## src/sv/sbfa_pkg.sv

```systemverilog
// shared types, constants and state codes of the spectrum bar fall-off block
package sbfa_pkg;

    localparam int CFG_IDX_W  = 1;
    localparam int CFG_DATA_W = 16;
    localparam int SLOT_W     = 10;

    localparam logic [CFG_IDX_W-1:0] CFG_DECAY_FACTOR = 1'd0;
    localparam logic [CFG_IDX_W-1:0] CFG_AUTO_GAIN    = 1'd1;

    localparam logic [15:0] DECAY_RESET = 16'd50463;
    localparam logic [31:0] SENS_RESET  = 32'd65536;
    localparam logic [16:0] FULL_SCALE  = 17'd65536;

    // 65537 * 100000: first product whose level exceeds full scale
    localparam logic [63:0] OVER_LIMIT = 64'd6553700000;
    // 100000 = 32 * 3125, quotient by 3125 through a reciprocal of 2^40 / 3125
    localparam logic [28:0] RECIP_M = 29'd351843720;
    localparam logic [11:0] DIV_LOW = 12'd3125;

    localparam logic [24:0] K_SHRINK = 25'd16525558;
    localparam logic [24:0] K_GROW   = 25'd16794001;
    localparam logic [24:0] K_WARM   = 25'd18454938;
    localparam logic [57:0] GAIN_ROUND = 58'd8388608;

    localparam logic [1:0] QUEUE_DEPTH = 2'd2;

    typedef struct packed {
        logic [5:0]  bar_number;
        logic [31:0] raw_energy;
        logic        frame_silent;
        logic        frame_end;
    } sbfa_in_t;

    typedef struct packed {
        logic [5:0]  bar_out;
        logic [16:0] bar_level;
        logic        frame_done;
    } sbfa_out_t;

    typedef struct packed {
        logic [SLOT_W-1:0] slot;
        logic [5:0]        bar_number;
        logic [31:0]       raw_energy;
        logic              frame_silent;
        logic              frame_end;
    } sbfa_item_t;

    typedef struct packed {
        logic [15:0] decay_factor;
        logic        auto_gain_enable;
    } sbfa_cfg_t;

    typedef enum logic [3:0] {
        ST_CLEAR,
        ST_IDLE,
        ST_DECAY,
        ST_MAX,
        ST_SCALE,
        ST_RECIP,
        ST_CORR,
        ST_EMIT,
        ST_GAIN_MUL,
        ST_GAIN_RND
    } sbfa_state_t;

endpackage

```

## src/sv/sbfa_front.sv

```systemverilog
// front end: configuration registers, store slot selection and queue push
module sbfa_front #(
    parameter int MAX_BARS = 64
) (
    input  logic                           aclk,
    input  logic                           aresetn,
    input  logic                           cfg_we,
    input  logic [sbfa_pkg::CFG_IDX_W-1:0] cfg_index,
    input  logic [sbfa_pkg::CFG_DATA_W-1:0] cfg_wdata,
    input  logic                           s_valid,
    output logic                           s_ready,
    input  sbfa_pkg::sbfa_in_t             s_data,
    output sbfa_pkg::sbfa_cfg_t            cfg,
    output logic                           push_valid,
    input  logic                           push_ready,
    output sbfa_pkg::sbfa_item_t           push_item
);

    logic [15:0] decay_reg;
    logic        gain_en_reg;
    logic [16:0] rem;

    always_ff @(posedge aclk) begin
        if (!aresetn) begin
            decay_reg   <= sbfa_pkg::DECAY_RESET;
            gain_en_reg <= 1'b1;
        end else if (cfg_we) begin
            unique case (cfg_index)
                sbfa_pkg::CFG_DECAY_FACTOR: decay_reg   <= cfg_wdata;
                sbfa_pkg::CFG_AUTO_GAIN:    gain_en_reg <= cfg_wdata[0];
            endcase
        end
    end

    // bar number reduced modulo the store depth, one restoring step per bit
    always_comb begin
        rem = {11'd0, s_data.bar_number};
        for (int i = 5; i >= 0; i--) begin
            if (rem >= (17'(MAX_BARS) << i)) begin
                rem = rem - (17'(MAX_BARS) << i);
            end
        end
    end

    assign cfg.decay_factor     = decay_reg;
    assign cfg.auto_gain_enable = gain_en_reg;

    assign s_ready    = push_ready;
    assign push_valid = s_valid;

    assign push_item.slot         = rem[sbfa_pkg::SLOT_W-1:0];
    assign push_item.bar_number   = s_data.bar_number;
    assign push_item.raw_energy   = s_data.raw_energy;
    assign push_item.frame_silent = s_data.frame_silent;
    assign push_item.frame_end    = s_data.frame_end;

endmodule

```

## config.mk

```make
export PLATFORM = sky130hd
export DESIGN_NAME = sbfa_front
export DESIGN_NICKNAME = d
export VERILOG_FILES = /design/src/sv/sbfa_pkg.sv /design/src/sv/sbfa_front.sv
export SDC_FILE = /design/constraint.sdc
export NUM_CORES = 1
export LEC_CHECK = 0
export ABC_AREA = 1
export CAP_MARGIN = 10
export CORE_UTILIZATION = 40
export CTS_BUF_LIST = sky130_fd_sc_hd__clkbuf_4 sky130_fd_sc_hd__clkbuf_8 sky130_fd_sc_hd__clkbuf_16
export DETAILED_ROUTE_END_ITERATION = 7
export DONT_BUFFER_PORTS = 1
export PLACE_DENSITY = 0.62
export RECOVER_POWER = 100
export SETUP_SLACK_MARGIN = 0.3
export SYNTH_ARGS = -nofsm -noshare
export SYNTH_HDL_FRONTEND = slang
export SYNTH_SLANG_ARGS = --single-unit
export TNS_END_PERCENT = 5
```

## constraint.sdc

```tcl
create_clock -name aclk -period 0.8 [get_ports aclk]
set_input_delay 0.08 -clock aclk [delete_from_list [all_inputs] [get_ports aclk]]
set_output_delay 0.08 -clock aclk [all_outputs]
set_load 0.005 [all_outputs]
```

# Word level (Yosys, flattened, before mapping)
# Index checks and enable logic that the tools add are counted.
# op_classes
n_reduce_logical,2
bitwise_logic,1
# op_table
operator,n
$reduce_and 2->1,2
$not 1->1,1
# word_totals
ff_bits,17

# Logic depth before layout (Yosys ltp)
# Gate-level depths: netlist of run 1.
# depth
word_depth,2
mapped_depth,5
ltp_nobuf,4

# Least setup slack after synthesis of run 1
# No wires, ideal clock.
# synth_path
path_type,input to register
startpoint,in cfg_we
endpoint,reg decay_reg[0]
cell_stages,4
arrival_ns,0.513
path_buffers,2
path_slack_ns,0.163
required_ns,0.677
path_cell_list,buf_4 -> buf_4 -> nand3_1 -> nand3_1
# synth_between
elab_chain_cells,1
# synth_rtl
item,line,rtl
from (decl),sbfa_front.sv:7,"input logic cfg_we,"
$reduce_and 2->1 (no source line),n/a,
to (signal assigned),sbfa_front.sv:25,decay_reg <= sbfa_pkg::DECAY_RESET;
to (signal assigned),sbfa_front.sv:29,sbfa_pkg::CFG_DECAY_FACTOR: decay_reg <= cfg_wdata;
to (decl),sbfa_front.sv:19,logic [15:0] decay_reg;
# Every way passes these cells.
# A chain may end at the register's enable or synchronous reset.

# Final worst setup path of run 1
# layout_path
startpoint,reg decay_reg[0]
endpoint,out cfg[1] in the netlist's numbering
# layout_rtl
item,line,rtl
to (decl),sbfa_front.sv:13,"output sbfa_pkg::sbfa_cfg_t cfg,"
# No word-level cell between the ends.

==> impl_summary.md, run 1 <==
STA
The final worst slack is 0.0632 ns. The highest clock frequency the design can meet is 1360 MHz. In the final timing run, aggregate negative setup slack is 0 ns. Setup repair after global routing could not meet its margin everywhere. The worst-case clock skew is 0 ns.

Setup violations remaining at the end of the flow were counted as 0. The number of pins exceeding their max-slew limit in the final report was 0. The clock period minus worst slack is 0.737 ns. Hold timing on the final database bottoms out at a slack of -0.123 ns. In the finished design, the share of the clock period the worst path needs comes to 0.921. The hold violation total from the final report came to 17.

Synthesis
The post-synthesis simple-gate area fraction is 0.244. The proportion of register bits with asynchronous set or reset after synthesis is 0. Of the total synthesized cell area, the portion taken by XOR and XNOR cells is 0. The number of flops mapped to enable cells by yosys is 0. Of the post-synthesis cell area, the part taken by muxes is 0.

The most instantiated library cell after synthesis is sky130_fd_sc_hd__buf_4. In this run, synthesis produced a sequential element count of 17. The share of the synthesized area in the top cell type is 0.384. In the synthesized netlist, the cells that appear most often are sky130_fd_sc_hd__buf_4, sky130_fd_sc_hd__nand3_1, sky130_fd_sc_hd__nand2_1.

The dominant combinational cell family by area after synthesis is buffers and inverters. Of the synthesized area, sequential elements account for 0.317. In the post-synthesis netlist, the biggest area contributors are sky130_fd_sc_hd__buf_4, sky130_fd_sc_hd__dfxtp_1, sky130_fd_sc_hd__nand3_1, sky130_fd_sc_hd__nand2_1, sky130_fd_sc_hd__nor2_1. The biggest area contributor in the post-synthesis netlist is sky130_fd_sc_hd__buf_4. The number of warnings reported in the yosys synthesis log is 0. Of the total synthesized cell area, the portion taken by full adders, half adders and majority gates is 0. For this run, the leading register cell type out of synthesis is sky130_fd_sc_hd__dfxtp_1. The compound-cell area share of the yosys netlist is 0. The mean instance size in the synthesized netlist is 7.36 sq um. The synthesized netlist cell count is 146.

The count of cell types in the netlist is 10. The summed instance area of the synthesized netlist is 1070 sq um.

Route
The via count normalized by instance count is between 5 and 6. The total vias in the final route is 637. The post-detailed-route DRC marker count is 0. The highest layer touched by signal routing is met4. The violation count after the first detailed-routing iteration is 13. The routed design uses slightly above 800 um of met2 wire. The wire length the detailed router placed on met1 is 643 um.

The number of antenna-violating nets in the routed design is 0. The number of detailed-routing iterations run before antenna repair is 2. Detailed routing placed a total of 314 um of wire on met3. The routed length per instance is 14.4 um. For this block, the routed nets add up to 1.82 mm of wire.

Clock tree
Once the clock tree was built, the setup fixing pass inserted 0 buffers. The cell at the root of the clock tree is sky130_fd_sc_hd__clkbuf_4. The clock latency at the later pin of the worst-skew pair is 0.28 ns.

The number of CTS-inserted buffers is 3. The number of buffers on the longest clock path is 2. Clock tree synthesis found a total of 17 sinks. TritonCTS built the clock tree. The CTS clock-pin slew for the worst setup and hold paths is 0.10 ns. In this run the number of H-tree levels came out at 1.

Worst setup path
The depth of the most critical reg-to-reg path is 2. The worst register-to-register path begins at decay_reg[8]. The startpoint type of the worst setup path is a flip-flop.

Along the worst path, the maximum fanout reaches 2. The endpoint identified for the worst register-to-register timing path is decay_reg[8]. Across all register-to-register paths, the minimum setup slack is 0.21 ns.

The critical path is of the flip-flop to primary output type. The critical path endpoint category is a primary output. For the worst setup path, the data required time is 0.72 ns. Data on the critical path arrives at its endpoint at 0.66 ns.

Hold path
The worst hold path begins at aresetn. The worst hold path terminates at gain_en_reg. Counting instances, the worst hold path has a depth of 1. The kind of path behind the tightest hold check is primary input to flip-flop.

Power
The areal power density over the cells is 2000 nW/um^2. The standby leakage power is about 0.37 nW. The largest voltage drop on the vdd net is 782 uV.

Floorplanning
The floorplan step defined a die boundary enclosing roughly 2900 sq um. The die width is between 50 and 60 um. The number of placement rows is 18. approximately 130 I/O pins were placed. The core region is 2500 sq um.

From bottom edge to top edge, the die measures ~54 um. For this configuration, the core starts out at a cell density of 0.430.

Place
The worst setup slack before clock tree synthesis is between 0.15 and 0.2 ns. The final weighted congestion in routability-driven placement is 0.642. The HPWL after detailed placement is between 1 and 1.5 mm. The quantity of I/O buffers inserted on ports is 0.

GRT
The total global routing overflow is 0. Across every metal layer, demand over resource in global routing totals 0.122. The via count of the first global-routing pass came to 610. The global-route wire length before repair is 2.57 mm. The number of antenna violations at the first check in global routing is 0. The maximum number of pins on one net before global-route repair is 21.

Status
The checks that failed: negative hold slack. The flow ran to the end, but the final reports show violations.

Cells and area
The flip-flop count of the largest register, all copies and words added is 16. The number of diodes is 0. The share of the core filled with cells in the final layout is 0.314. After the last flow step, the layout net total stands at 159. In the final layout, the share of cells above drive strength 1 is 0.188. Relative to the synthesized area, the layout overhead comes to -27.0%.

Flow run
Max-cap violations in this run came to 0.
## repair_timing
item / 4_1_cts / 5_1_grt
resized for setup: 17 / 0
hold endpoints to repair: 17 / 17
setup endpoints to repair: 34 / 34
## layer usage
layer | global-route usage | up-vias
li1 | - | 294
met2 | 0.189 | 50
met4 | 0.0614 | 0
met5 | 0 | -
met1 | 0.123 | 276
met3 | 0.0819 | 17
## logic make-up after synthesis
logic type | count (synthesis)
buffers and inverters | 67
AND/OR/NAND/NOR | 61
flip-flops | 17
other | 1
## area by class of cell
type / instances / area, sq um
multi-input cells: 65 / 333
flip-flops and latches: 17 / 340
fillers: 272 / 1720
clock buffers: 4 / 30.0
well taps: 30 / 37.5
repair buffers: 1 / 7.51
inverters: 9 / 36.3
## power breakdown
group          switching [mW]  internal [mW]  total [mW]
clock                   0.253          0.227       0.481
sequential             0.0434          0.904       0.947
combinational          0.0816         0.0634       0.145
## per-stage QoR
stage / instances / power, mW / area, sq um
after global placement: 122 / 1.11 / 754
after detailed placement: 122 / 1.11 / 754
after CTS: 126 / 1.61 / 806
after floorplan: 149 / 1.35 / 1170
after global routing: 126 / 1.66 / 785
final: 126 / 1.57 / 785
## worst max path at each step
stage / slack [ns] / start / depth (start not counted) / to
4_1_cts: 0.07 / decay_reg[0] / 0 / cfg[1]
5_1_grt: 0.03 / decay_reg[0] / 0 / cfg[1]
6_report: 0.06 / decay_reg[0] / 0 / cfg[1]
3_5_place_dp: 0.18 / cfg_index / 4 / decay_reg[14]
3_3_place_gp: 0.22 / cfg_index / 4 / decay_reg[1]
2_1_floorplan: 0.24 / cfg_we / 4 / decay_reg[0]
## layout by cell type, fill, tap and decap left out
| cell | n |
|---|---|
| sky130_fd_sc_hd__nor2_2 | 1 |
| sky130_fd_sc_hd__nor2_1 | 14 |
| sky130_fd_sc_hd__conb_1 | 4 |
| sky130_fd_sc_hd__clkbuf_4 | 4 |
| sky130_fd_sc_hd__dfxtp_1 | 17 |
| sky130_fd_sc_hd__nand3_1 | 17 |
| sky130_fd_sc_hd__nand3_2 | 10 |
| sky130_fd_sc_hd__nand2_1 | 18 |
| sky130_fd_sc_hd__buf_4 | 1 |
| sky130_fd_sc_hd__nand2_2 | 1 |
| sky130_fd_sc_hd__inv_4 | 1 |
| sky130_fd_sc_hd__inv_1 | 8 |
No activity file was read; power rests on OpenSTA's default activity.
==> inputs of run 2 (changes only) <==
--- a/config.mk
+++ b/config.mk
@@ -6,12 +6,12 @@
 export NUM_CORES = 1
 export LEC_CHECK = 0
 export ABC_AREA = 1
+export BUFFER_PORTS_ARGS = -buffer_cell sky130_fd_sc_hd__clkbuf_2
 export CAP_MARGIN = 10
-export CORE_UTILIZATION = 40
+export CORE_UTILIZATION = 32
 export CTS_BUF_LIST = sky130_fd_sc_hd__clkbuf_4 sky130_fd_sc_hd__clkbuf_8 sky130_fd_sc_hd__clkbuf_16
 export DETAILED_ROUTE_END_ITERATION = 7
-export DONT_BUFFER_PORTS = 1
-export PLACE_DENSITY = 0.62
+export PLACE_DENSITY = 0.87
 export RECOVER_POWER = 100
 export SETUP_SLACK_MARGIN = 0.3
 export SYNTH_ARGS = -nofsm -noshare
==> run 2 against run 1 <==
Effect of this change: the run ends with negative setup slack left; non-clock buffer count grew 39; register-to-register slack hardly changed; total power is 11% higher.
==> impl_summary.md, run 2 (same netlist as run 1, synthesis figures left out) <==
GRT
The number of antenna violations at the first check in global routing was 0 (unchanged). The global router's overall resource usage is 0.117 (-0.00472). The maximum number of pins on one net before global-route repair was 18 (-14%). The via count of the first global-routing pass is 655 (+7.4%). The global-route wire length before repair is 2.97 mm (+16%). The total global routing overflow is 0 (unchanged).

STA
The worst-case clock skew is 0 ns (unchanged). The final worst slack is -0.0211 ns (-0.0843 ns). The clock period minus worst slack came to 0.821 ns (+0.0843 ns).

The number of pins exceeding their max-slew limit in the final report is 0 (unchanged). The total negative setup slack is -0.146 ns (-0.146 ns). The count of final setup violators is 14 (+14). The highest clock frequency the design can meet came to 1220 MHz (-10%). The hold violation total from the final report came to 0 (-17). The final critical-path share of the clock period was 1.03 (+0.105).

Setup repair after global routing could not meet its margin everywhere.

Worst setup path
The destination of the critical timing path is cfg[1]. Walking the worst path, the cells encountered are clkbuf_2. The largest individual stage delay along the critical path comes from the cell sky130_fd_sc_hd__dfxtp_1. Together, buffers and inverters on the worst path number 1. The critical path starts at decay_reg[0].

The highest net fanout along the worst path is 2 (unchanged). The worst setup path is launched from a flip-flop. On the worst path, the slowest cell contributes a delay of 0.34 ns. The critical path in this run is classified as flip-flop to primary output. The number of cells on the critical path is 1 (+1). In this run the critical register-to-register path is captured at decay_reg[15]. The worst setup slack for register-to-register paths is 0.21 ns (about the same). The cell family contributing the most delay on the critical path is flip-flops. The required time reported for the critical path endpoint came to 0.72 ns (about the same).

The arrival time at the worst endpoint is 0.74 ns (+0.08 ns). The launching point of the worst reg2reg path is decay_reg[15]. The depth of the most critical reg-to-reg path came to 2 (unchanged). STA classifies the critical path endpoint as a primary output.

Floorplanning
The number of placed I/O pins is 131 (unchanged). The die width is 60.0 um (+11%). The height of the die was 60.0 um (+11%). The number of placement rows is 20 (+2).

The overall die area is 3590 sq um (+24%). The placeable core area is 3130 sq um (+25%). The starting utilization of the core area is 0.344 (-0.0863).

Cells and area
The number of diodes was 0 (unchanged). The final net count came to 198 (+25%). Leaving out fill and tap cells, the most frequent cell in the layout is sky130_fd_sc_hd__clkbuf_2.

The share of cells above drive strength 1 is 0.533 (+0.346). The growth of design area from synthesis to finish is -3.03%. The library cells used most frequently in the layout, excluding fill and tap cells, are sky130_fd_sc_hd__clkbuf_2, sky130_fd_sc_hd__nand2_1, sky130_fd_sc_hd__nand3_1, sky130_fd_sc_hd__dfxtp_2, sky130_fd_sc_hd__nor2_1. The flip-flop count of the largest register, all copies and words added was 16 (unchanged).

Route
The via count normalized by instance count is 4.23 (-16%). The routed length per instance is 11.1 um (-23%). The number of antenna-violating nets in the routed design was 0 (unchanged).

The total vias in the final route came to 757 (+19%). The number of detailed-routing iterations run before antenna repair was 4 (+2). The post-detailed-route DRC marker count is 0 (unchanged). The violation count after the first detailed-routing iteration is 32 (+19). The aggregate routed wire length is 1.99 mm (+9.3%).

Clock tree
The number of CTS-inserted buffers came to 3 (unchanged). In this run, post-CTS hold repair placed 0 buffers. CTS placed an instance of sky130_fd_sc_hd__clkbuf_4 at the clock tree root.

The number of clock sinks seen by CTS is 17 (unchanged). The number of buffers on the longest clock path is 2 (unchanged). The count of H-tree levels built during CTS is 1 (unchanged). The CTS clock-pin slew for the worst setup and hold paths is 0.10 ns (about the same). The clock tree from TritonCTS is done.

The clock latency at the later pin of the worst-skew pair is 0.28 ns (about the same).

Status
The run finished, with violations left. The checks that failed: negative setup slack.

Power
The standby leakage power is 0.540 nW (+46%). The overall power of the completed layout is 1.75 mW (+11%). The largest voltage drop on the vdd net is 678 uV (-13%). The areal power density over the cells came to 1670 nW/um^2 (-16%).

Place
The quantity of I/O buffers inserted on ports was 36 (+36). The final weighted congestion in routability-driven placement was 0.583 (-9.2%). The half-perimeter wire length after detailed placement is 1.50 mm (+7.3%).

Hold path
The kind of path behind the tightest hold check is primary input to flip-flop.

Flow run
The max-cap check violation count is 0 (unchanged).
-- run 2: power by group --
part           leakage, nW  total [mW]  switching [mW]  internal, mW
logic                0.382       0.311           0.164         0.147
clock network       0.0184       0.490           0.262         0.227
registers            0.140       0.945          0.0314         0.913
-- run 2: final cells by class --
class | instances | area (sq um)
Inverter | 9 | 36.3
Fill cell | 329 | 2090
Multi-Input combinational cell | 65 | 333
Timing Repair Buffer | 40 | 229
Clock buffer | 4 | 30.0
Sequential cell | 17 | 359
Tap cell | 44 | 55.1
-- run 2: worst register-to-register path: cells and delay by family (launching register included) --
family           cells  cell delay [ns]
and+or+nand+nor      2             0.13
DFF                  1             0.34
-- run 2: worst min path at each step --
stage	start	endpoint	slack (ns)	cells past startpoint
after floorplan	cfg_wdata[0]	decay_reg[0]	0.22	2
after global placement	s_data[11]	push_item[11]	0.16	0
after detailed placement	s_data[11]	push_item[11]	0.16	0
after CTS	cfg_wdata[10]	decay_reg[10]	0.02	3
after global routing	cfg_wdata[15]	decay_reg[15]	0.02	3
final	cfg_wdata[14]	decay_reg[14]	0.02	3
-- run 2: stage by stage --
| stage | setup slack, ns | area (sq um) | hold slack [ns] | instances | util |
|---|---|---|---|---|---|
| after floorplan | 0.243 | 1170 | 0.215 | 149 | - |
| after global placement | -0.0200 | 987 | 0.160 | 175 | 0.316 |
| after detailed placement | -0.0343 | 987 | 0.160 | 175 | 0.316 |
| after CTS | -0.0388 | 1040 | 0.0224 | 179 | 0.332 |
| after global routing | -0.0721 | 1040 | 0.0204 | 179 | 0.333 |
| final | -0.0211 | 1040 | 0.0222 | 179 | 0.333 |
-- run 2: metal layers --
| metal | wire length, um | GRT usage |
|---|---|---|
| met5 | 0 | 0 |
| met4 | 55 | 0.0698 |
| met1 | 787 | 0.116 |
| met2 | 960 | 0.206 |
| met3 | 184 | 0.0433 |
-- run 2: repair_timing --
action,CTS,global route
endpoints found under the setup margin,34,34
resized for setup,17,2
pin swaps,10,7
buffers inserted,0,0
