### src/sv/sbfa_pkg.sv
// shared types, constants and state codes of the spectrum bar fall-off block
package sbfa_pkg;

    localparam int CFG_IDX_W  = 1;
    localparam int CFG_DATA_W = 16;
    localparam int SLOT_W     = 10;

    localparam logic [CFG_IDX_W-1:0] CFG_DECAY_FACTOR = 1'd0;
    localparam logic [CFG_IDX_W-1:0] CFG_AUTO_GAIN    = 1'd1;

    localparam logic [15:0] DECAY_RESET = 16'd50463;
    localparam logic [31:0] SENS_RESET  = 32'd65536;
    localparam logic [16:0] FULL_SCALE  = 17'd65536;

    // 65537 * 100000: first product whose level exceeds full scale
    localparam logic [63:0] OVER_LIMIT = 64'd6553700000;
    // 100000 = 32 * 3125, quotient by 3125 through a reciprocal of 2^40 / 3125
    localparam logic [28:0] RECIP_M = 29'd351843720;
    localparam logic [11:0] DIV_LOW = 12'd3125;

    localparam logic [24:0] K_SHRINK = 25'd16525558;
    localparam logic [24:0] K_GROW   = 25'd16794001;
    localparam logic [24:0] K_WARM   = 25'd18454938;
    localparam logic [57:0] GAIN_ROUND = 58'd8388608;

    localparam logic [1:0] QUEUE_DEPTH = 2'd2;

    typedef struct packed {
        logic [5:0]  bar_number;
        logic [31:0] raw_energy;
        logic        frame_silent;
        logic        frame_end;
    } sbfa_in_t;

    typedef struct packed {
        logic [5:0]  bar_out;
        logic [16:0] bar_level;
        logic        frame_done;
    } sbfa_out_t;

    typedef struct packed {
        logic [SLOT_W-1:0] slot;
        logic [5:0]        bar_number;
        logic [31:0]       raw_energy;
        logic              frame_silent;
        logic              frame_end;
    } sbfa_item_t;

    typedef struct packed {
        logic [15:0] decay_factor;
        logic        auto_gain_enable;
    } sbfa_cfg_t;

    typedef enum logic [3:0] {
        ST_CLEAR,
        ST_IDLE,
        ST_DECAY,
        ST_MAX,
        ST_SCALE,
        ST_RECIP,
        ST_CORR,
        ST_EMIT,
        ST_GAIN_MUL,
        ST_GAIN_RND
    } sbfa_state_t;

endpackage

### src/sv/sbfa_queue.sv
// two-entry queue between front end and back end
module sbfa_queue (
    input  logic                 aclk,
    input  logic                 aresetn,
    input  logic                 push_valid,
    output logic                 push_ready,
    input  sbfa_pkg::sbfa_item_t push_item,
    output logic                 pop_valid,
    input  logic                 pop_ready,
    output sbfa_pkg::sbfa_item_t pop_item
);

    sbfa_pkg::sbfa_item_t ent_reg [2];
    logic       wr_ptr_reg;
    logic       rd_ptr_reg;
    logic [1:0] count_reg;
    logic       do_push;
    logic       do_pop;

    assign push_ready = (count_reg != sbfa_pkg::QUEUE_DEPTH);
    assign pop_valid  = (count_reg != 2'd0);
    assign pop_item   = ent_reg[rd_ptr_reg];
    assign do_push    = push_valid && push_ready;
    assign do_pop     = pop_valid && pop_ready;

    always_ff @(posedge aclk) begin
        if (!aresetn) begin
            wr_ptr_reg <= 1'b0;
            rd_ptr_reg <= 1'b0;
            count_reg  <= 2'd0;
        end else begin
            if (do_push) begin
                wr_ptr_reg <= ~wr_ptr_reg;
            end
            if (do_pop) begin
                rd_ptr_reg <= ~rd_ptr_reg;
            end
            if (do_push && !do_pop) begin
                count_reg <= count_reg + 2'd1;
            end else if (do_pop && !do_push) begin
                count_reg <= count_reg - 2'd1;
            end
        end
    end

    always_ff @(posedge aclk) begin
        if (do_push) begin
            ent_reg[wr_ptr_reg] <= push_item;
        end
    end

endmodule

### config.mk
export PLATFORM = sky130hd
export DESIGN_NAME = sbfa_queue
export DESIGN_NICKNAME = d
export VERILOG_FILES = /design/src/sv/sbfa_pkg.sv /design/src/sv/sbfa_queue.sv
export SDC_FILE = /design/constraint.sdc
export NUM_CORES = 1
export LEC_CHECK = 0
export BUFFER_PORTS_ARGS = -buffer_cell sky130_fd_sc_hd__buf_4
export CAP_MARGIN = 20
export CORE_MARGIN = 1
export CORE_UTILIZATION = 46
export DETAILED_ROUTE_END_ITERATION = 8
export GPL_TIMING_DRIVEN = 0
export MAX_ROUTING_LAYER = met4
export PLACE_DENSITY = 0.74
export SLEW_MARGIN = 0
export SYNTH_ARGS = -nofsm -noshare
export SYNTH_HDL_FRONTEND = slang
export SYNTH_SLANG_ARGS = --single-unit
### constraint.sdc
create_clock -name aclk -period 3.2 [get_ports aclk]
set_input_delay 0.32 -clock aclk [delete_from_list [all_inputs] [get_ports aclk]]
set_output_delay 0.32 -clock aclk [all_outputs]
set_load 0.03 [all_outputs]
; Word level (Yosys, flattened, before mapping)
; Memory sizes are Yosys's and may differ from the RTL's. A register that Yosys moved wholly into a read port is not among the register bits.
; Cells that the tools add are included.
[word_totals]
register_bits = 4
ram_bits = 100
in_bits = 54
out_inout_bits = 52
word_cells = 23
mem_count = 1
[op_classes]
add_sub_neg = 2
n_eq_ne = 1
n_mux = 6
bitwise = 2
reduce_logical = 8
[memory_table]
columns = memory, words, word_bits, read_ports, rd_ports_with_merged_regs, write_ports, line_no
row1 = ent_reg, 2, 50, 1, 1, 1, sbfa_queue.sv:13  ; sbfa_pkg::sbfa_item_t ent_reg [2];
[op_table]
columns = cell, count
row1 = $logic_and 1x1->1, 4
row2 = $mux 1, 4
row3 = $mux 2, 2
row4 = $reduce_bool 2->1, 2
row5 = $add 2x1->2 const B, 1
row6 = $logic_not 1->1, 2
row7 = $ne 2x2->1 const B, 1
row8 = $not 1->1, 2
row9 = $sub 2x1->2 const B, 1

; Logic depth before layout (Yosys ltp)
; Gate-level depths: netlist of the first run.
[depth]
ltp_word = 6
depth_mapped = 6
mapped_depth_nobuf = 6

; Worst setup path before layout of the first run
; OpenSTA, ideal clock, no wires.
[synth_timing]
path_kind = reg-to-reg
from = register count_reg[0]
to = memory ent_reg[1][0] (netlist bit), enable pin
setup_time_ns = 0.413
t_arrival_ns = 1.869
required_ns = 2.787
path_slack_ns = 0.918
stages_incl_launch_ff = 3
n_path_buf = 0
synth_period_minus_slack_ns = 2.282
cell_sequence = dfxtp_1 > nand2b_4 > and3_1
[synth_via]
elab_chain_cells = 4
[synth_lines]
columns = item, line_no
row1 = "start, declared", sbfa_queue.sv:16  ; logic [1:0] count_reg;
row2 = "start signal, assigned", sbfa_queue.sv:39  ; count_reg <= count_reg + 2'd1;
row3 = "start signal, assigned", sbfa_queue.sv:41  ; count_reg <= count_reg - 2'd1;
row4 = $ne 2x2->1, sbfa_queue.sv:20  ; assign push_ready = (count_reg != sbfa_pkg::QUEUE_DEPTH);
row5 = named net push_ready, sbfa_queue.sv:6  ; output logic push_ready,
row6 = $logic_and 1x1->1, sbfa_queue.sv:23  ; assign do_push = push_valid && push_ready;
row7 = $mux 1, sbfa_queue.sv:47  ; if (do_push) begin
row8 = $mux 1 (implied by the code), sbfa_queue.sv:48  ; ent_reg[wr_ptr_reg] <= push_item;
row9 = "end, declared", sbfa_queue.sv:13
; The timed path passes the listed nets, and every way through them passes these cells.

==> results of run 1 <==
## kinds of logic after synthesis
logic type | after synthesis | synth area share (%)
flops | 105 | 80.9
compound gates | 5 | 0.913
simple gates | 9 | 1.70
buf+inv | 7 | 0.847
fa+ha+maj | 1 | 0.326
mux | 50 | 14.7
xor+xnor | 3 | 0.685
## area by class of cell
class | count | area (sq um)
Fill cell | 591 | 2890
Sequential cell | 105 | 3100
Clock inverter | 5 | 81.3
Tap cell | 102 | 128
Multi-Input combinational cell | 68 | 703
Buffer | 6 | 28.8
Clock buffer | 9 | 124
Inverter | 1 | 3.75
Timing Repair Buffer | 107 | 828
## routing by layer
layer / wire, microns / part of all wire, % / up-vias
li1: - / - / 934
met3: 383 / 6.2 / 9
met1: 2520 / 41 / 942
met2: 3170 / 51 / 72
met4: 99 / 1.6 / 0
met5: 0 / 0 / -
## through the flow
step | cells | setup slack (ns) | hold slack (ns) | cell area, sq um | total power [mW]
finish | 403 | 1.20 | 0.147 | 5000 | 4.00
global route | 403 | 1.06 | 0.130 | 5000 | 4.17
CTS | 403 | 1.15 | 0.129 | 5000 | 4.04
detailed placement | 389 | 1.37 | 0.508 | 4790 | 3.20
global placement | 387 | 0.315 | 0.505 | 4750 | 3.18
floorplan | 180 | 0.918 | 0.419 | 3840 | 2.71
## synthesized netlist by cell type (all sizes together)
cell type / number / area share (%)
a21bo: 1 / 0.26
a21boi: 2 / 0.39
and2: 4 / 0.65
and3: 1 / 0.16
buf: 5 / 0.65
clkbuf: 1 / 0.098
dfxtp: 5 / 2.6
edfxtp: 100 / 78
ha: 1 / 0.33
inv: 1 / 0.098
mux2: 50 / 15
nand2b: 1 / 0.36
nand3b: 1 / 0.20
o21ai: 2 / 0.26
or2: 1 / 0.16
or3: 1 / 0.16
xnor2: 2 / 0.46
xor2: 1 / 0.23
## worst max-delay path, stage by stage, from the launching register on
cell and delay [ns]:
sky130_fd_sc_hd__dfxtp_1 0.31, sky130_fd_sc_hd__clkbuf_1 0.17, sky130_fd_sc_hd__buf_2 0.30, sky130_fd_sc_hd__mux2_2 0.39
sky130_fd_sc_hd__buf_4 0.17
## path summary, 6_finish.rpt
path                                 endpoint  slack, ns  cells after the start    startpoint
worst min register to register   count_reg[1]       0.56                      2  count_reg[1]
worst max register to register  ent_reg[1][5]       1.39                      3  count_reg[0]
worst min-delay path            ent_reg[0][1]       0.15                      1  push_item[1]
worst max-delay path             pop_item[35]       1.20                      4     flip-flop
## power by group
part	leakage (nW)	internal [mW]	switching, mW
Combinational	0.794	0.588	0.802
Sequential	0.975	1.72	0.0499
Clock	0.102	0.434	0.410
Total	1.87	2.74	1.26
==> results.txt, run 1 <==
----------------------------------------------------
[Clock tree]
  TritonCTS clock tree ... done
  Clock transition at the registers of the reported paths ... 0.09 ns
  Clock tree root buffer cell ... sky130_fd_sc_hd__clkbuf_8
  Number of buffers inserted during clock tree synthesis ... 9
  Number of hold buffers added after CTS ... 0
  Worst-case clock buffer depth ... 2
  Clock H-tree levels ... 3
  Number of clock sinks seen by CTS ... approximately 110
  Cts repair resizes ... 0
  Clk Latency, worst-skew pair ... 0.35 ns
  Number of buffers inserted to repair setup after CTS ... 0

[STA]
  Fmax ... 499 MHz
  Total Negative Setup Slacks ... 0 ns
  Max-slew violation count ... 0
  Post-route fraction of the period consumed by the critical path ... 62.6%
  Number of hold-slack violations in the final timing report ... 0
  Unrepaired setup endpoints after global routing ... no
  Worst max-slew margin expressed relative to the limit ... between 50% and 60%
  Worst slew pin tran ... 0.672 ns
  Count of final setup violators ... 0
  Clk_skew ... 0.00701 ns
  Final min period ... 2.00 ns

[Route]
  Number of design-rule violations left by the first detailed-router iteration ... 56
  Via/cell ratio ... 4.86
  Drt pass-1 iters ... 6
  Overall via count from detail_route ... approximately 2000
  Count of unresolved DRC violations after routing ... 0
  Remaining antenna violation count after routing ... 0
  Aggregate routed wire length ... 6170 microns
  Average wire length per cell after detail routing ... 15.3 microns

[GRT]
  Global-route wire length before repair ... between 9000 and 10000 microns
  Aggregate global-route resource usage ... between 10% and 20%
  GRT met2 Usage ... 25.2%
  Maximum number of pins on one net before global-route repair ... 27
  Via count of the first global-routing pass ... 2033
  Initial antenna violation count ... 0
  Layer carrying the most global-route usage ... met2
  Met1 global-route usage ... 18.3%
  Met3 track utilization from global routing ... 3.66%
  Overflow left after global routing ... 0

[Critical path]
  Critical Path Start Type ... flip-flop
  Req. time, crit path ... 2.88 ns
  Crit Path Category ... flip-flop to output pin
  Crit end category ... output pin
  Highest net fanout along the worst path ... 10
  Data arrival time at the worst-slack endpoint ... 1.68 ns

[Die]
  Number of standard-cell rows in the floorplan ... 32
  Die W ... 93.3 microns
  Ports placed on the boundary ... 106
  DIE AREA ... 8710 sq um
  Die Height ... around 93 microns
  Area of the core region ... between 7000 and 8000 sq um
  Initial core utilization ... 48.7%

[Place]
  GP Congestion ... 0.658
  Half-perimeter wire length after detailed placement ... 4090 microns
  Number of input and output port buffers inserted ... 105

[Layout]
  NumNets Final ... about 350
  Fraction of final layout cells with drive strength greater than 1 ... 58.8%
  Max FFs per register ... 100
  Highest-count cells in the layout ignoring fill and taps ... sky130_fd_sc_hd__buf_4 (105), sky130_fd_sc_hd__edfxtp_1 (100), sky130_fd_sc_hd__mux2_2 (46), sky130_fd_sc_hd__clkbuf_8 (9)
  Syn-to-layout area delta ... 30.3%
  Most frequent standard cell in the layout excluding fill and tap cells ... sky130_fd_sc_hd__buf_4
  Utilization after layout ... 63.4%
  Antenna Diode Count ... 0

[Synthesis]
  Total of flip-flops plus latches after synthesis ... 105
  Gate Count Post-Synth ... 180
  Unique cell type count in the Yosys netlist ... 21
  Post-Synthesis Cell Area ... around 3800 sq um
  Nets in the synthesized netlist ... 235
  Sequential element share of the synthesized area ... 80.9%
  Avg Inst Size Synth ... 21.3 sq um
  Warning count from the yosys run ... 0

[Power]
  Power density over the cells ... 800 nW/um^2
  Worst VDD drop ... between 0.0004 and 0.0005 V
  Static leakage power ... around 1.9 nW

[Flow run]
  Maximum Capacitance Violations ... 0

[Outcome]
  Result of the run ... finished, final reports clean

[Worst hold path]
  Worst min path class ... input port to flip-flop

----------------------------------------------------
Note: power is estimated with default switching activity, not from simulation.
==> inputs of run 2 (changes only) <==
--- a/config.mk
+++ b/config.mk
@@ -5,6 +5,7 @@
 export SDC_FILE = /design/constraint.sdc
 export NUM_CORES = 1
 export LEC_CHECK = 0
+export ABC_AREA = 1
 export BUFFER_PORTS_ARGS = -buffer_cell sky130_fd_sc_hd__buf_4
 export CAP_MARGIN = 20
 export CORE_MARGIN = 1
@@ -12,7 +13,7 @@
 export DETAILED_ROUTE_END_ITERATION = 8
 export GPL_TIMING_DRIVEN = 0
 export MAX_ROUTING_LAYER = met4
-export PLACE_DENSITY = 0.74
+export PLACE_DENSITY = 0.76
 export SLEW_MARGIN = 0
 export SYNTH_ARGS = -nofsm -noshare
 export SYNTH_HDL_FRONTEND = slang
==> constraint.sdc (replaced) <==
create_clock -name aclk -period 1.68 [get_ports aclk]
set_input_delay 0.168 -clock aclk [delete_from_list [all_inputs] [get_ports aclk]]
set_output_delay 0.168 -clock aclk [all_outputs]
set_load 0.03 [all_outputs]
==> results.txt, run 2 <==
----------------------------------------------------
[Route]
  Overall via count from detail_route ... about 2300
  Wire length on met3 ... roughly 360 microns
  Aggregate routed wire length ... 7560 microns
  Total met2 wirelength after detailed routing ... 3940 microns
  Via/cell ratio ... 4.75
  Number of design-rule violations left by the first detailed-router iteration ... 73
  Sum of routed wire segments on met1 ... 3100 microns
  Remaining antenna violation count after routing ... 0
  Average wire length per cell after detail routing ... 15.9 microns
  Top Layer Used ... met4
  Drt pass-1 iters ... 4
  Count of unresolved DRC violations after routing ... 0

[Power]
  Total net switching power ... 2.64 mW
  Clock network fraction of design power ... between 10% and 20%
  Static leakage power ... 2.34 nW
  Switching Share ... 32.7%
  Worst VDD drop ... 0.000937 V
  Part of the total power dissipated in sequential elements ... 42.4%
  P_int ... 5.44 mW
  Pwr Total ... 8.08 mW
  Power density over the cells ... 1360 nW/um^2
  Part of the total power dissipated in combinational logic ... 40.3%

[Synthesis]
  Area share of the leading cell type in the synthesized netlist ... 73.1%
  Gate Count Post-Synth ... 193
  Sequential element share of the synthesized area ... 75.6%
  Avg Inst Size Synth ... 21.3 sq um
  Commonest register cell after synthesis ... sky130_fd_sc_hd__edfxtp_1
  Unique cell type count in the Yosys netlist ... 14
  Post-Synthesis Cell Area ... 4110 sq um
  Most numerous cell in the Yosys netlist ... sky130_fd_sc_hd__edfxtp_1
  Number of flops mapped to enable cells by yosys ... 100
  Total of flip-flops plus latches after synthesis ... 105
  Area contributors post-synth ... sky130_fd_sc_hd__edfxtp_1 (73%), sky130_fd_sc_hd__mux2_4 (18%), sky130_fd_sc_hd__buf_12 (2.4%), sky130_fd_sc_hd__dfxtp_1 (2.4%), sky130_fd_sc_hd__nand2_1 (0.82%)
  Post-synth top area cell ... sky130_fd_sc_hd__edfxtp_1
  Warning count from the yosys run ... 0
  Nets in the synthesized netlist ... 248
  Fraction of registers with async set or reset after synthesis ... 0%
  Top cells by instance count after synthesis ... sky130_fd_sc_hd__edfxtp_1 (100), sky130_fd_sc_hd__mux2_4 (50), sky130_fd_sc_hd__nand2_1 (9)

[STA]
  Final min period ... 1.63 ns
  Count of final setup violators ... 0
  Number of hold-slack violations in the final timing report ... 0
  Worst slew pin tran ... 0.727 ns
  Unrepaired setup endpoints after global routing ... no
  Max-slew violation count ... 0
  Post-route fraction of the period consumed by the critical path ... roughly 97%
  Fmax ... 612 MHz
  Clk_skew ... 0.0109 ns
  Worst max-slew margin expressed relative to the limit ... 51.4%

[Place]
  Half-perimeter wire length after detailed placement ... between 4000 and 5000 microns
  Number of input and output port buffers inserted ... ~110
  Count of placed standard cells including taps ... around 400
  Instance area after placement ... ~5000 sq um
  GP Congestion ... ~0.68

[Critical path]
  Req. time, crit path ... 1.51 ns
  Crit Path Category ... flip-flop to output pin
  Critical Path Start Type ... flip-flop
  Crit end category ... output pin
  Data arrival time at the worst-slack endpoint ... 1.47 ns
  Highest net fanout along the worst path ... 10

[Die]
  Area of the core region ... approximately 8700 sq um
  Ports placed on the boundary ... 106
  Die Height ... around 96 microns
  DIE AREA ... 9310 sq um
  Number of standard-cell rows in the floorplan ... 34
  Die W ... 96.5 microns
  Initial core utilization ... 47.3%

[GRT]
  Global-route wire length before repair ... 10600 microns
  Aggregate global-route resource usage ... 16.6%
  Initial antenna violation count ... 0
  Overflow left after global routing ... 0
  Maximum number of pins on one net before global-route repair ... 34
  Via count of the first global-routing pass ... 2207

[Outcome]
  Result of the run ... finished, final reports clean

[Clock tree]
  Worst-case clock buffer depth ... 2
  Number of buffers inserted during clock tree synthesis ... 9
  Clock H-tree levels ... 3
  Clk Latency, worst-skew pair ... 0.35 ns
  Clock transition at the registers of the reported paths ... 0.10 ns
  Number of clock sinks seen by CTS ... 105
  TritonCTS clock tree ... done
  Clock tree root buffer cell ... sky130_fd_sc_hd__clkbuf_8

[Layout]
  Syn-to-layout area delta ... 44.5%
  Cell Count, Final, Fillers Out ... around 480
  Most frequent standard cell in the layout excluding fill and tap cells ... sky130_fd_sc_hd__edfxtp_1
  Fraction of final layout cells with drive strength greater than 1 ... 51.0%
  Max FFs per register ... 100
  Highest-count cells in the layout ignoring fill and taps ... sky130_fd_sc_hd__edfxtp_1 (100), sky130_fd_sc_hd__buf_4 (73), sky130_fd_sc_hd__mux2_4 (50), sky130_fd_sc_hd__dlygate4sd3_1 (50), sky130_fd_sc_hd__buf_6 (32)
  Area of all placed cells without fillers ... just under 6000 sq um
  NumNets Final ... 418
  Antenna Diode Count ... 0

[Flow run]
  Maximum Capacitance Violations ... 0

[Worst hold path]
  Worst min path class ... input port to flip-flop

----------------------------------------------------
## run 2: cell types whose count changed after synthesis, sizes merged, moves of 2 or more
cell	change
and2	-4
a21boi	-2
nor2	+8
inv	+7
nand2	+9
xnor2	-2
## run 2: through the flow
| step | TNS, ns | util [%] | hold WS (ns) | setup WS (ns) |
|---|---|---|---|---|
| final | 0 | 68.4 | 0.0771 | 0.0455 |
| after global placement | -42.50 | 58.3 | 0.353 | -0.432 |
| after CTS | 0 | 66.9 | 0.0530 | 0.00164 |
| after floorplan | -7.75 | - | 0.267 | -0.0886 |
| after detailed placement | -4.59 | 58.8 | 0.356 | -0.109 |
| after global routing | 0 | 68.4 | 0.0918 | 0.000724 |
## run 2: power groups by stage
stage | clock network, mW | registers, mW | logic (mW)
floorplan | 0 | 3.46 | 2.05
global placement | 0 | 3.47 | 2.85
detailed placement | 0 | 3.49 | 2.94
CTS | 1.43 | 3.43 | 3.09
global route | 1.54 | 3.45 | 3.45
finish | 1.39 | 3.43 | 3.26
## run 2: worst paths after layout
| path | from | endpoint | slack [ns] | cells after the start |
|---|---|---|---|---|
| max | flip-flop | pop_item[45] | 0.05 | 4 |
| min | aresetn | count_reg[1] | 0.08 | 3 |
| max reg2reg | count_reg[0] | ent_reg[1][35] | 0.11 | 5 |
| min reg2reg | rd_ptr_reg | rd_ptr_reg | 0.51 | 2 |
## run 2: cells by family (layout without fill, tap and decap cells)
logic type      Yosys count  after routing  synth area share (%)
simple gates             19             20                  1.83
mux                      50             50                  18.3
fa+ha+maj                 1              1                 0.305
flops                   105            105                  75.6
buf+inv                  14            187                  3.44
compound gates            4              4                 0.549
## run 2: routing by layer
layer	vias up	global-route usage (%)
met1	1086	19.9
met2	81	27.3
met4	0	7.84
li1	1074	-
met3	17	2.82
met5	-	-
## run 2: final cells by class
| class | instances | area (sq um) |
|---|---|---|
| clock buffers | 9 | 124 |
| well taps | 108 | 135 |
| flip-flops and latches | 105 | 3110 |
| clock inverters | 6 | 51.3 |
| multi-input cells | 75 | 897 |
| plain buffers | 6 | 120 |
| inverters | 8 | 30.0 |
| fillers | 597 | 2750 |
| repair buffers | 158 | 1470 |
## run 2: timing repair
| action | CTS | global route |
|---|---|---|
| setup endpoints to repair | 78 | 50 |
| gates resized for setup | 1 | 34 |
| cloned | 1 | 0 |
| pin swaps | 2 | 0 |
| endpoints found under the hold margin | 100 | 0 |
| hold buffers | 50 | 0 |
| buffers inserted | 1 | 0 |
## run 2: worst max-delay path, stage by stage (launching register included)
cell,delay [ns]
sky130_fd_sc_hd__dfxtp_2,0.35
sky130_fd_sc_hd__buf_12,0.14
sky130_fd_sc_hd__buf_12,0.15
sky130_fd_sc_hd__mux2_4,0.30
sky130_fd_sc_hd__buf_4,0.17
==> inputs of run 3 (changes only) <==
--- a/config.mk
+++ b/config.mk
@@ -6,12 +6,13 @@
 export NUM_CORES = 1
 export LEC_CHECK = 0
 export ABC_AREA = 1
-export BUFFER_PORTS_ARGS = -buffer_cell sky130_fd_sc_hd__buf_4
+export BUFFER_PORTS_ARGS = -buffer_cell sky130_fd_sc_hd__buf_2
 export CAP_MARGIN = 20
 export CORE_MARGIN = 1
 export CORE_UTILIZATION = 46
 export DETAILED_ROUTE_END_ITERATION = 8
 export GPL_TIMING_DRIVEN = 0
+export HOLD_SLACK_MARGIN = 0.03
 export MAX_ROUTING_LAYER = met4
 export PLACE_DENSITY = 0.76
 export SLEW_MARGIN = 0
==> results.txt, run 3 (same netlist as run 2, synthesis figures left out) <==
----------------------------------------------------
[Outcome]
  Result of the run ... complete, but fails checks
  Failing checks ... negative setup slack

[Die]
  Initial core utilization ... 47.3%
  DIE AREA ... 9310 sq um
  Ports placed on the boundary ... 106
  Die W ... 96.5 microns
  Number of standard-cell rows in the floorplan ... 34
  Die Height ... 96.5 microns
  Area of the core region ... 8680 sq um

[Critical path]
  Data arrival time at the worst-slack endpoint ... 1.87 ns
  Crit end category ... flip-flop
  Req. time, crit path ... 1.74 ns
  Number of cells on the worst reg-to-reg path ... 5
  Critical path's most frequent cell ... sky130_fd_sc_hd__nand2_4
  Critical Path Start Type ... flip-flop
  Delay of the slowest cell on the worst path ... 0.63 ns
  Crit Path Category ... flip-flop to flip-flop
  Highest net fanout along the worst path ... 26
  Chain of cells forming the critical path ... inv_4 > nand2_4 > nand2_4 > nor2_4 > buf_12
  Critical-path cell with the highest stage delay ... sky130_fd_sc_hd__nor2_4

[Clock tree]
  Number of clock sinks seen by CTS ... 105
  Number of buffers inserted during clock tree synthesis ... 9
  Clock H-tree levels ... 3
  Worst-case clock buffer depth ... 2
  Clock transition at the registers of the reported paths ... 0.09 ns
  Clk Latency, worst-skew pair ... 0.36 ns
  Clock tree root buffer cell ... sky130_fd_sc_hd__clkbuf_8
  TritonCTS clock tree ... done

[Place]
  Half-perimeter wire length after detailed placement ... 4440 microns
  GP Congestion ... 0.705
  Placement-stage worst setup slack ... -0.160 ns
  Count of placed standard cells including taps ... 408
  Number of input and output port buffers inserted ... about 110

[GRT]
  Global-route wire length before repair ... between 10000 and 15000 microns
  Aggregate global-route resource usage ... 16.8%
  Initial antenna violation count ... 0
  Overflow left after global routing ... 0
  Via count of the first global-routing pass ... ~2200
  Maximum number of pins on one net before global-route repair ... 27

[Route]
  Count of unresolved DRC violations after routing ... 0
  Remaining antenna violation count after routing ... 0
  Number of design-rule violations left by the first detailed-router iteration ... 57
  Overall via count from detail_route ... 2251
  Drt pass-1 iters ... 4
  Via/cell ratio ... about 4.7
  Average wire length per cell after detail routing ... 15.7 microns
  Aggregate routed wire length ... roughly 7500 microns

[STA]
  Number of hold-slack violations in the final timing report ... 0
  Clk_skew ... 0.00740 ns
  Final min period ... about 1.8 ns
  Worst max-slew margin expressed relative to the limit ... 44.2%
  Max-slew violation count ... 0
  Worst setup margin ... -0.123 ns
  Worst slew pin tran ... 0.835 ns
  Unrepaired setup endpoints after global routing ... yes
  Fmax ... 555 MHz
  Count of final setup violators ... 53
  Post-route fraction of the period consumed by the critical path ... 107%

[Worst hold path]
  Number of stages on the worst hold path ... 3
  Worst min path class ... input port to flip-flop

[Layout]
  Number of fillers in the final layout ... 592
  NumNets Final ... 423
  Fraction of final layout cells with drive strength greater than 1 ... between 50 and 60%
  Footprint of the flip-flops and latches ... about 3100 sq um
  Syn-to-layout area delta ... 47.0%
  Most frequent standard cell in the layout excluding fill and tap cells ... sky130_fd_sc_hd__edfxtp_1
  Antenna Diode Count ... 0
  Cell Count, Final, Fillers Out ... between 400 and 500
  Max FFs per register ... 100
  Area used by multi-input combinational logic ... 891 sq um
  Highest-count cells in the layout ignoring fill and taps ... sky130_fd_sc_hd__edfxtp_1 (100), sky130_fd_sc_hd__buf_2 (55), sky130_fd_sc_hd__buf_6 (51), sky130_fd_sc_hd__mux2_4 (50), sky130_fd_sc_hd__dlygate4sd3_1 (50)

[Power]
  Worst VDD drop ... a little under 0.0008 V
  Static leakage power ... approximately 2.4 nW
  Power density over the cells ... approximately 1400 nW/um^2

[Flow run]
  Maximum Capacitance Violations ... 0

----------------------------------------------------
run 3: cell count changes in the layout (fill, tap and decap cells not counted), moves of 4 or more:
cell | before | now
sky130_fd_sc_hd__buf_6 | 32 | 51
sky130_fd_sc_hd__buf_2 | 0 | 55
sky130_fd_sc_hd__buf_16 | 0 | 4
sky130_fd_sc_hd__buf_4 | 73 | 0
run 3: final timing paths:
| check | slack [ns] | endpoint | start |
|---|---|---|---|
| hold reg to reg | 0.53 | count_reg[0] | count_reg[0] |
| setup / recovery | -0.12 | ent_reg[0][27] | count_reg[0] |
| setup reg to reg | -0.12 | ent_reg[0][27] | count_reg[0] |
| hold / removal | 0.06 | count_reg[1] | aresetn |
run 3: layout make-up:
class,count,share of cell area [%]
Sequential cell,105,51.5
Timing Repair Buffer,165,25.9
Multi-Input combinational cell,74,14.8
Tap cell,108,2.24
Clock buffer,10,2.11
Buffer,5,1.66
Clock inverter,6,1.26
Inverter,8,0.539
run 3: worst max-delay path, delay by kind of cell (launching register included):
| kind | cells | cell delay (ns) |
|---|---|---|
| buffers and inverters | 2 | 0.34 |
| and+or+nand+nor | 3 | 0.77 |
| DFF | 1 | 0.37 |
run 3: where the power goes:
| group | internal, mW | switching (mW) |
|---|---|---|
| logic | 1.79 | 1.72 |
| clock network | 0.713 | 0.870 |
| registers | 3.31 | 0.128 |
run 3: what timing repair did:
item	CTS	global route
endpoints found under the setup margin	77	126
endpoints found under the hold margin	100	0
buffers inserted	3	0
resized for setup	107	1
gates cloned	4	1
hold buffers	50	0
pin swaps	2	0
run 3: metal layers:
metal / wire length, microns / GRT usage, %
met1: 3210 / 19.0
met2: 3930 / 29.3
met3: 289 / 3.99
met4: 97 / 6.00
met5: 0 / -
run 3: stage by stage:
stage	area (sq um)	total power [mW]	util, %	hold WS (ns)	setup TNS, ns
6_report	6040	8.54	69.6	0.0624	-5.18
5_1_grt	6040	8.90	69.6	0.0571	-12.52
4_1_cts	6020	8.58	69.4	0.0437	-7.75
3_5_place_dp	4840	6.16	55.7	0.360	-6.78
3_3_place_gp	4800	6.06	55.3	0.355	-40.20
2_1_floorplan	4140	5.51	-	0.267	-7.75
